==> src/design/assert_macros.svh <==
// Assertion macros used by the projector core.
`ifndef ASSERT_MACROS_SVH
`define ASSERT_MACROS_SVH

// Clocked check that is switched off while reset is asserted.
`define ASSERT_CLK(label, clk, rst_n, prop, msg) \
    label: assert property (@(posedge clk) disable iff (!rst_n) prop) else $error(msg);

// Clocked check on the design clock and reset.
`define ASSERT_CORE(label, prop, msg) \
    `ASSERT_CLK(label, i_clk, i_rst_n, prop, msg)

`endif

==> src/design/qcvp_pkg.sv <==
// Types and constants of the quaternion cube vertex projector.
package qcvp_pkg;

    localparam int QW    = 16;
    localparam int PW    = 32;
    localparam int MW    = 34;
    localparam int RW    = 35;
    localparam int SW    = 8;
    localparam int CW    = 10;
    localparam int PRODW = RW + SW + 1;
    localparam int NW    = PRODW + 1;
    localparam int FRAC  = 28;
    localparam int OW    = 12;
    localparam int KW    = 3;
    localparam int NCORNER = 8;
    localparam int PAW   = 4;
    localparam int DW    = 32;

    localparam int OUT_MIN = -2048;
    localparam int OUT_MAX = 2047;

    localparam logic signed [MW-1:0] ONE_Q = MW'(1) << FRAC;
    localparam logic [KW-1:0] LAST_CORNER = KW'(NCORNER - 1);

    localparam logic [CW-1:0] CENTER_X_RST    = CW'(160);
    localparam logic [CW-1:0] CENTER_Y_RST    = CW'(120);
    localparam logic [SW-1:0] PIXEL_SCALE_RST = SW'(50);

    // Bit j set means coordinate j of the corner is -1, otherwise +1.
    localparam logic [2:0] CORNER_NEG [NCORNER] = '{
        3'b111, 3'b110, 3'b100, 3'b101,
        3'b011, 3'b010, 3'b000, 3'b001
    };

    typedef enum logic [1:0] {
        REG_CENTER_X    = 2'd0,
        REG_CENTER_Y    = 2'd1,
        REG_PIXEL_SCALE = 2'd2
    } t_reg_idx;

    typedef struct packed {
        logic signed [MW-1:0] m00;
        logic signed [MW-1:0] m01;
        logic signed [MW-1:0] m02;
        logic signed [MW-1:0] m10;
        logic signed [MW-1:0] m11;
        logic signed [MW-1:0] m12;
    } t_mat;

    typedef struct packed {
        logic          valid;
        logic [KW-1:0] k;
    } t_corner;

    typedef struct packed {
        logic [CW-1:0] center_x;
        logic [CW-1:0] center_y;
        logic [SW-1:0] pixel_scale;
    } t_cfg;

endpackage

==> src/design/qcvp_project.sv <==
// Corner rotation, scaling and screen projection pipeline.
module qcvp_project (
    input  logic                            i_clk,
    input  logic                            i_rst_n,
    input  qcvp_pkg::t_corner               i_corner,
    input  qcvp_pkg::t_mat                  i_mat,
    input  qcvp_pkg::t_cfg                  i_cfg,
    output logic                            o_valid,
    output logic [qcvp_pkg::KW-1:0]         o_vertex_index,
    output logic signed [qcvp_pkg::OW-1:0]  o_screen_x,
    output logic signed [qcvp_pkg::OW-1:0]  o_screen_y,
    output logic                            o_last
);

    function automatic logic signed [qcvp_pkg::RW-1:0] term(
        input logic signed [qcvp_pkg::MW-1:0] m,
        input logic                           neg
    );
        logic signed [qcvp_pkg::RW-1:0] e;
        e = {{(qcvp_pkg::RW-qcvp_pkg::MW){m[qcvp_pkg::MW-1]}}, m};
        return neg ? -e : e;
    endfunction

    // Divide by 2^FRAC rounding toward zero, then clamp to the output range.
    function automatic logic signed [qcvp_pkg::OW-1:0] trunc_sat(
        input logic signed [qcvp_pkg::NW-1:0] v
    );
        logic signed [qcvp_pkg::NW-qcvp_pkg::FRAC-1:0] q;
        q = v[qcvp_pkg::NW-1:qcvp_pkg::FRAC];
        if (v[qcvp_pkg::NW-1] && (v[qcvp_pkg::FRAC-1:0] != '0)) begin
            q = q + 1'b1;
        end
        if (q < qcvp_pkg::OUT_MIN) begin
            return qcvp_pkg::OW'(qcvp_pkg::OUT_MIN);
        end else if (q > qcvp_pkg::OUT_MAX) begin
            return qcvp_pkg::OW'(qcvp_pkg::OUT_MAX);
        end
        return q[qcvp_pkg::OW-1:0];
    endfunction

    logic                              r_b1_v;
    logic [qcvp_pkg::KW-1:0]           r_b1_k;
    logic signed [qcvp_pkg::RW-1:0]    r_rx;
    logic signed [qcvp_pkg::RW-1:0]    r_ry;
    logic                              r_b2_v;
    logic [qcvp_pkg::KW-1:0]           r_b2_k;
    logic signed [qcvp_pkg::PRODW-1:0] r_px;
    logic signed [qcvp_pkg::PRODW-1:0] r_py;

    logic [2:0]                        neg;
    logic signed [qcvp_pkg::RW-1:0]    n_rx;
    logic signed [qcvp_pkg::RW-1:0]    n_ry;
    logic signed [qcvp_pkg::SW:0]      scale_s;
    logic signed [qcvp_pkg::NW-1:0]    cx_q;
    logic signed [qcvp_pkg::NW-1:0]    cy_q;
    logic signed [qcvp_pkg::NW-1:0]    nx;
    logic signed [qcvp_pkg::NW-1:0]    ny;

    always_comb begin
        neg  = qcvp_pkg::CORNER_NEG[i_corner.k];
        n_rx = term(i_mat.m00, neg[0]) + term(i_mat.m01, neg[1]) + term(i_mat.m02, neg[2]);
        n_ry = term(i_mat.m10, neg[0]) + term(i_mat.m11, neg[1]) + term(i_mat.m12, neg[2]);
        scale_s = {1'b0, i_cfg.pixel_scale};
        cx_q = {{(qcvp_pkg::NW-qcvp_pkg::CW-qcvp_pkg::FRAC){1'b0}},
                i_cfg.center_x, {qcvp_pkg::FRAC{1'b0}}};
        cy_q = {{(qcvp_pkg::NW-qcvp_pkg::CW-qcvp_pkg::FRAC){1'b0}},
                i_cfg.center_y, {qcvp_pkg::FRAC{1'b0}}};
        nx = cx_q + {{(qcvp_pkg::NW-qcvp_pkg::PRODW){r_px[qcvp_pkg::PRODW-1]}}, r_px};
        ny = cy_q - {{(qcvp_pkg::NW-qcvp_pkg::PRODW){r_py[qcvp_pkg::PRODW-1]}}, r_py};
    end

    always_ff @(posedge i_clk) begin
        if (!i_rst_n) begin
            r_b1_v  <= 1'b0;
            r_b2_v  <= 1'b0;
            o_valid <= 1'b0;
        end else begin
            r_b1_v  <= i_corner.valid;
            r_b2_v  <= r_b1_v;
            o_valid <= r_b2_v;
        end
        r_b1_k         <= i_corner.k;
        r_rx           <= n_rx;
        r_ry           <= n_ry;
        r_b2_k         <= r_b1_k;
        r_px           <= scale_s * r_rx;
        r_py           <= scale_s * r_ry;
        o_vertex_index <= r_b2_k;
        o_screen_x     <= trunc_sat(nx);
        o_screen_y     <= trunc_sat(ny);
        o_last         <= (r_b2_k == qcvp_pkg::LAST_CORNER);
    end

endmodule

==> config.mk <==
export PLATFORM = sky130hd
export DESIGN_NAME = qcvp_project
export DESIGN_NICKNAME = d
export VERILOG_FILES = /design/src/design/assert_macros.svh /design/src/design/qcvp_pkg.sv /design/src/design/qcvp_project.sv
export SDC_FILE = /design/constraint.sdc
export NUM_CORES = 2
export LEC_CHECK = 0
export ABC_CLOCK_PERIOD_IN_PS = 8200
export BUFFER_PORTS_ARGS = -buffer_cell sky130_fd_sc_hd__buf_2
export CORE_ASPECT_RATIO = 1.75
export CORE_MARGIN = 2
export CORE_UTILIZATION = 40
export DETAILED_ROUTE_END_ITERATION = 6
export PLACE_DENSITY = 0.59
export SYNTH_ARGS = -nofsm -noshare
export SYNTH_HDL_FRONTEND = slang
export SYNTH_SLANG_ARGS = --single-unit
==> constraint.sdc <==
create_clock -name i_clk -period 8.2 [get_ports i_clk]
set_input_delay 0.82 -clock i_clk [delete_from_list [all_inputs] [get_ports i_clk]]
set_output_delay 0.82 -clock i_clk [all_outputs]
set_load 0.05 [all_outputs]
## After elaboration in Yosys (flattened, before gate mapping)

Memories as Yosys holds them, arrays and structs flattened.
Index checks and enable logic that the tools add are counted.

| storage, ports and cells | value |
|---|---|
| bits in registers | 195 |
| memory bits (read-only) | 24 |
| bits of input ports | 238 |
| output and inout port bits | 29 |
| memories | 1 |

| cells by class | value |
|---|---|
| add/sub/neg operators | 14 |
| $mul | 2 |
| $lt $le $gt $ge | 5 |
| eq/ne operators | 1 |
| muxes and demuxes | 20 |
| bitwise logic cells | 1 |
| reduce and logical (&&, ||, !) cells | 4 |

Memories:

| name | depth | bits a word | rd ports | clocked after Yosys merged registers in | wr ports | line | RTL |
|---|---|---|---|---|---|---|---|
| (no name shown) | 8 | 3 | 1 | 0 | 0 | qcvp_project.sv:60 | `neg = qcvp_pkg::CORNER_NEG[i_corner.k];` |

Operator list:

| kind | count |
|---|---|
| two-way mux 35 bit | 6 |
| negator 34 -> 35 bit | 6 |
| adder 35 bit | 4 |
| multiplier 9 x 35 -> 44 bit | 2 |
| two-way mux 12 bit | 6 |
| nonzero test 28 bit | 2 |
| adder 39 x 44 -> 45 bit | 1 |
| subtractor 39 x 44 -> 45 bit | 1 |
| adder 17 x 1 -> 17 bit, second input constant | 2 |
| > comparator 17 x 12 -> 1 bit, second input constant | 2 |
| < comparator 17 x 12 -> 1 bit, second input constant | 2 |
| two-way mux 17 bit | 2 |
| two-way mux 3 bit | 2 |
| greater-or-equal comparator 4 bit, second input constant | 1 |
| two-way mux 1 bit | 4 |
| NOT 3 -> 4 bit | 1 |
| == test 3 bit, second input constant | 1 |
| logical AND 1 bit | 2 |

## Logic depth before layout (Yosys ltp)

| logic depth | value |
|---|---|
| depth in word-level cells | 8 |
| depth in mapped cells | 24 |

## Least setup slack after synthesis

Ideal clock, no wire load.

| timing | value |
|---|---|
| kind | input to register |
| start | input port i_cfg[0] (netlist name) |
| end | register r_px[43] (netlist name) |
| setup time | 114 ps |
| arrival | 6215 ps |
| required time | 8086 ps |
| path slack | 1870 ps |
| stages on the path | 22 |
| path buffers | 2 |
| cell sequence | clkbuf_1 clkbuf_1 nand2_1 fa_1 inv_1 fa_1 fa_1 inv_1 fa_1 inv_1 ha_1 and3_1 and3_1 a22oi_1 nand3_1 a31oi_1 a31oi_1 a2111oi_2 o21ai_1 a41oi_1 mux2i_1 a2111oi_0 |

| on the way | value |
|---|---|
| word-level cells in the longest chain between the ends | 1 |

RTL lines:

| item | line | RTL |
|---|---|---|
| from (decl) | qcvp_project.sv:7 | `input qcvp_pkg::t_cfg i_cfg,` |
| multiplier 9 x 35 -> 44 bit | qcvp_project.sv:86 | `r_px <= scale_s * r_rx;` |
| to (signal assigned) | qcvp_project.sv:86 |  |
| to (decl) | qcvp_project.sv:47 | `logic signed [qcvp_pkg::PRODW-1:0] r_px;` |

No other way between the ends.
A chain may end at the register's enable or synchronous reset.

## Worst setup path after layout

Ends and elaborated chain as after synthesis.

==> flow_metrics.tcl <==
set metrics [dict create \
    synthCells 4044 \
    synth_xor_area_share_pct 9.51 \
    synth_top_area_cell "fa_1" \
    min_period_ns 6.54 \
    cts_tree "built" \
    drt-initial-drc-count 1029 \
    grt_pass1_wl_mm 141 \
    avgRoutedWirePerCell_um 16.2 \
    ctsResizeCount 0 \
    ant_nets 0 \
    synth_top_family_by_area "adder cells" \
    setup_tns_ns 0 \
    boundaryPins 267 \
    num_vias 27200 \
    grt_use_total_pct 20.2 \
    synth_top_cell_area_share_pct 29.3 \
    drive_above_1_share_pct 9.09 \
    cts_buffers 17 \
    synthSimpleGateAreaFrac_pct 19.1 \
    synth_cell_types 91 \
    synth.area.mux_share_pct 0.277 \
    postSynth.asyncResetShare_pct 0 \
    finalCritPeriodShare_pct 79.8 \
    cp_max_fo 20 \
    synthesis.nets 5056 \
    nets 5267 \
    die_x_um 225 \
    ys_warn_count 0 \
    clk_latency_ns 0.55 \
    cts_setup_buffers 0 \
    cts.path.max_buffers 2 \
    cts-root-buf "clkbuf_16" \
    start_util_pct 40.3 \
    rsz0062_at_grt "no" \
    die_h_um 392 \
    design.die.area_um2 88300 \
    worst_setup_path_end_kind "flip-flop" \
    tightest_slew_ns 1.00 \
    synth_edf_count 0 \
    hpwl_mm 74.1 \
    synth-seq-cells 195 \
    cp_data_required_time_ns 8.61 \
    grt_pass1_vias 28600 \
    fp-row-count 142 \
    finalMaxSlewViolations 0 \
    setup-violations-final 0 \
    synthAdderAreaFrac_pct 39.2 \
    hold_viol 0 \
    syn_avg_cell_area_um2 8.49 \
    drc_errors 0 \
    synth_compound_area_share_pct 11.6 \
    place.gp.congestion 0.890 \
    fmax_ghz 0.153 \
    hold_class "flip-flop to flip-flop" \
    path_clk_slew_ns 0.08 \
    clock_sinks 195 \
    cp-start-kind "input pin" \
    cts_htree_levels 4 \
    core_um2 85300 \
    synth_ff_type "dfxtp_1" \
    cts_hold_buffers 0 \
    finClkSkew_ns 0.0239 \
    whs_ns 0.330 \
    synthTopCellsByArea "fa_1, dfxtp_1, ha_1" \
    critPathKind "input pin to flip-flop" \
    slew_headroom_pct 33.0 \
    fin_util_pct 43.9 \
    status "finished, final reports clean" \
    critPathArrivalTime_ns 6.95 \
    firstDrtPassIters 5 \
    antenna_found_initial 16 \
    syn_area_um2 34300 \
    ys_seq_area_share_pct 11.4 \
    grt_overflow 0 \
    drt_wl_total_mm 86.7 \
    port-buffer-count 266 \
    grt_max_degree 51 \
    viasPerCell 5.07 \
    syn2layout_area_growth_pct 9.10 \
    cap_violations 0 \
]
layer usage:
layer / wire, µm / vias up / global-route usage, %
met3: 2920 / 140 / 2.57
li1: - / 13300 / -
met2: 46000 / 532 / 38.1
met4: 2940 / 0 / 8.32
met5: 0 / - / 0
met1: 34900 / 13200 / 22.7
final timing paths:
kind | start | end | slack [ns] | depth (start not counted)
hold / removal | r_b1_k[1] | r_b2_k[1] | 0.33 | 0
setup / recovery | i_cfg[0] | r_px[43] | 1.66 | 21
setup reg to reg | r_rx[15] | r_px[43] | 1.88 | 20
hold reg to reg | r_b1_k[1] | r_b2_k[1] | 0.33 | 0
through the flow:
step / std cells / area (µm²) / worst slack (ns)
after floorplan: 4044 / 34300 / 1.87
after global placement: 5316 / 36800 / 1.17
after detailed placement: 5316 / 36800 / 1.06
after CTS: 5348 / 37400 / 1.66
after global routing: 5358 / 37500 / 1.13
final: 5359 / 37500 / 1.66
worst max-delay path, stage by stage:
cell	delay [ns]
buf_2	0.46
nand2_1	0.18
fa_1	0.56
inv_1	0.05
fa_1	0.49
fa_1	0.55
inv_1	0.05
fa_1	0.47
inv_1	0.04
ha_1	0.36
nand3_1	0.16
nor4_1	0.49
o21ai_0	0.22
nand3_1	0.15
a31oi_1	0.19
a31oi_1	0.49
a2111oi_2	0.19
o21ai_1	0.29
a41oi_1	0.19
mux2i_1	0.15
a2111oi_0	0.38
synthesized netlist by cell type, drive strengths merged (10+ instances only):
library cell / n
nand4: 17
buf: 10
nand2b: 30
nand2: 345
o21ai: 90
nor3: 80
ha: 271
and3: 19
o21bai: 21
xor2: 148
o21a: 20
dfxtp: 195
o31a: 10
and2: 362
or4: 11
a21oi: 248
nor2: 229
clkbuf: 86
o31ai: 13
a31oi: 31
nor4: 50
a211oi: 27
nor2b: 26
xnor2: 224
fa: 503
inv: 715
a21o: 69
nand3: 41
or3: 19
area by class of cell:
cell class	instances	area, µm²
fill	8595	47800
multi-input combinational	3038	27400
sequential	195	3900
inverter	715	2680
timing repair buffer	288	1510
tap	1080	1350
clock buffer	18	439
clock inverter	14	153
antenna	11	27.5
cell families after synthesis:
| logic type | Yosys count |
|---|---|
| DFF | 195 |
| and+or+nand+nor | 1266 |
| AOI/OAI and AO/OA | 617 |
| xor gates and xnor gates | 372 |
| adders and majority gates | 774 |
| buffers and inverters | 811 |
| muxes | 9 |
cell usage in the layout (no fill, tap or decap), drive strengths merged, types with 6 or more instances in the layout:
master	Yosys	layout
a2111oi	7	7
a211oi	27	27
a21o	69	69
a21oi	248	248
a31o	7	7
a31oi	31	31
and2	362	362
and3	19	19
buf	10	288
clkbuf	86	18
dfxtp	195	195
diode	0	11
fa	503	503
ha	271	271
inv	715	724
nand2	345	345
nand2b	30	30
nand3	41	41
nand3b	6	6
nand4	17	17
nor2	229	229
nor2b	26	26
nor3	80	80
nor3b	9	9
nor4	50	50
o211ai	9	9
o21a	20	20
o21ai	90	90
o21bai	21	21
o311ai	7	7
o31a	10	10
o31ai	13	13
or2	9	9
or3	19	19
or4	11	11
xnor2	224	224
xor2	148	148
registers in the layout (all words and copies together) (netlist names), 3 cells and up:
name	count
r_px	44
r_py	44
r_rx	35
r_ry	35
o_screen_x	12
o_screen_y	12
o_vertex_index	3
r_b1_k	3
r_b2_k	3
Power is left out: the tool's default activity adds up to more than one toggle a clock period on the data nets, which glitch-free logic cannot reach.
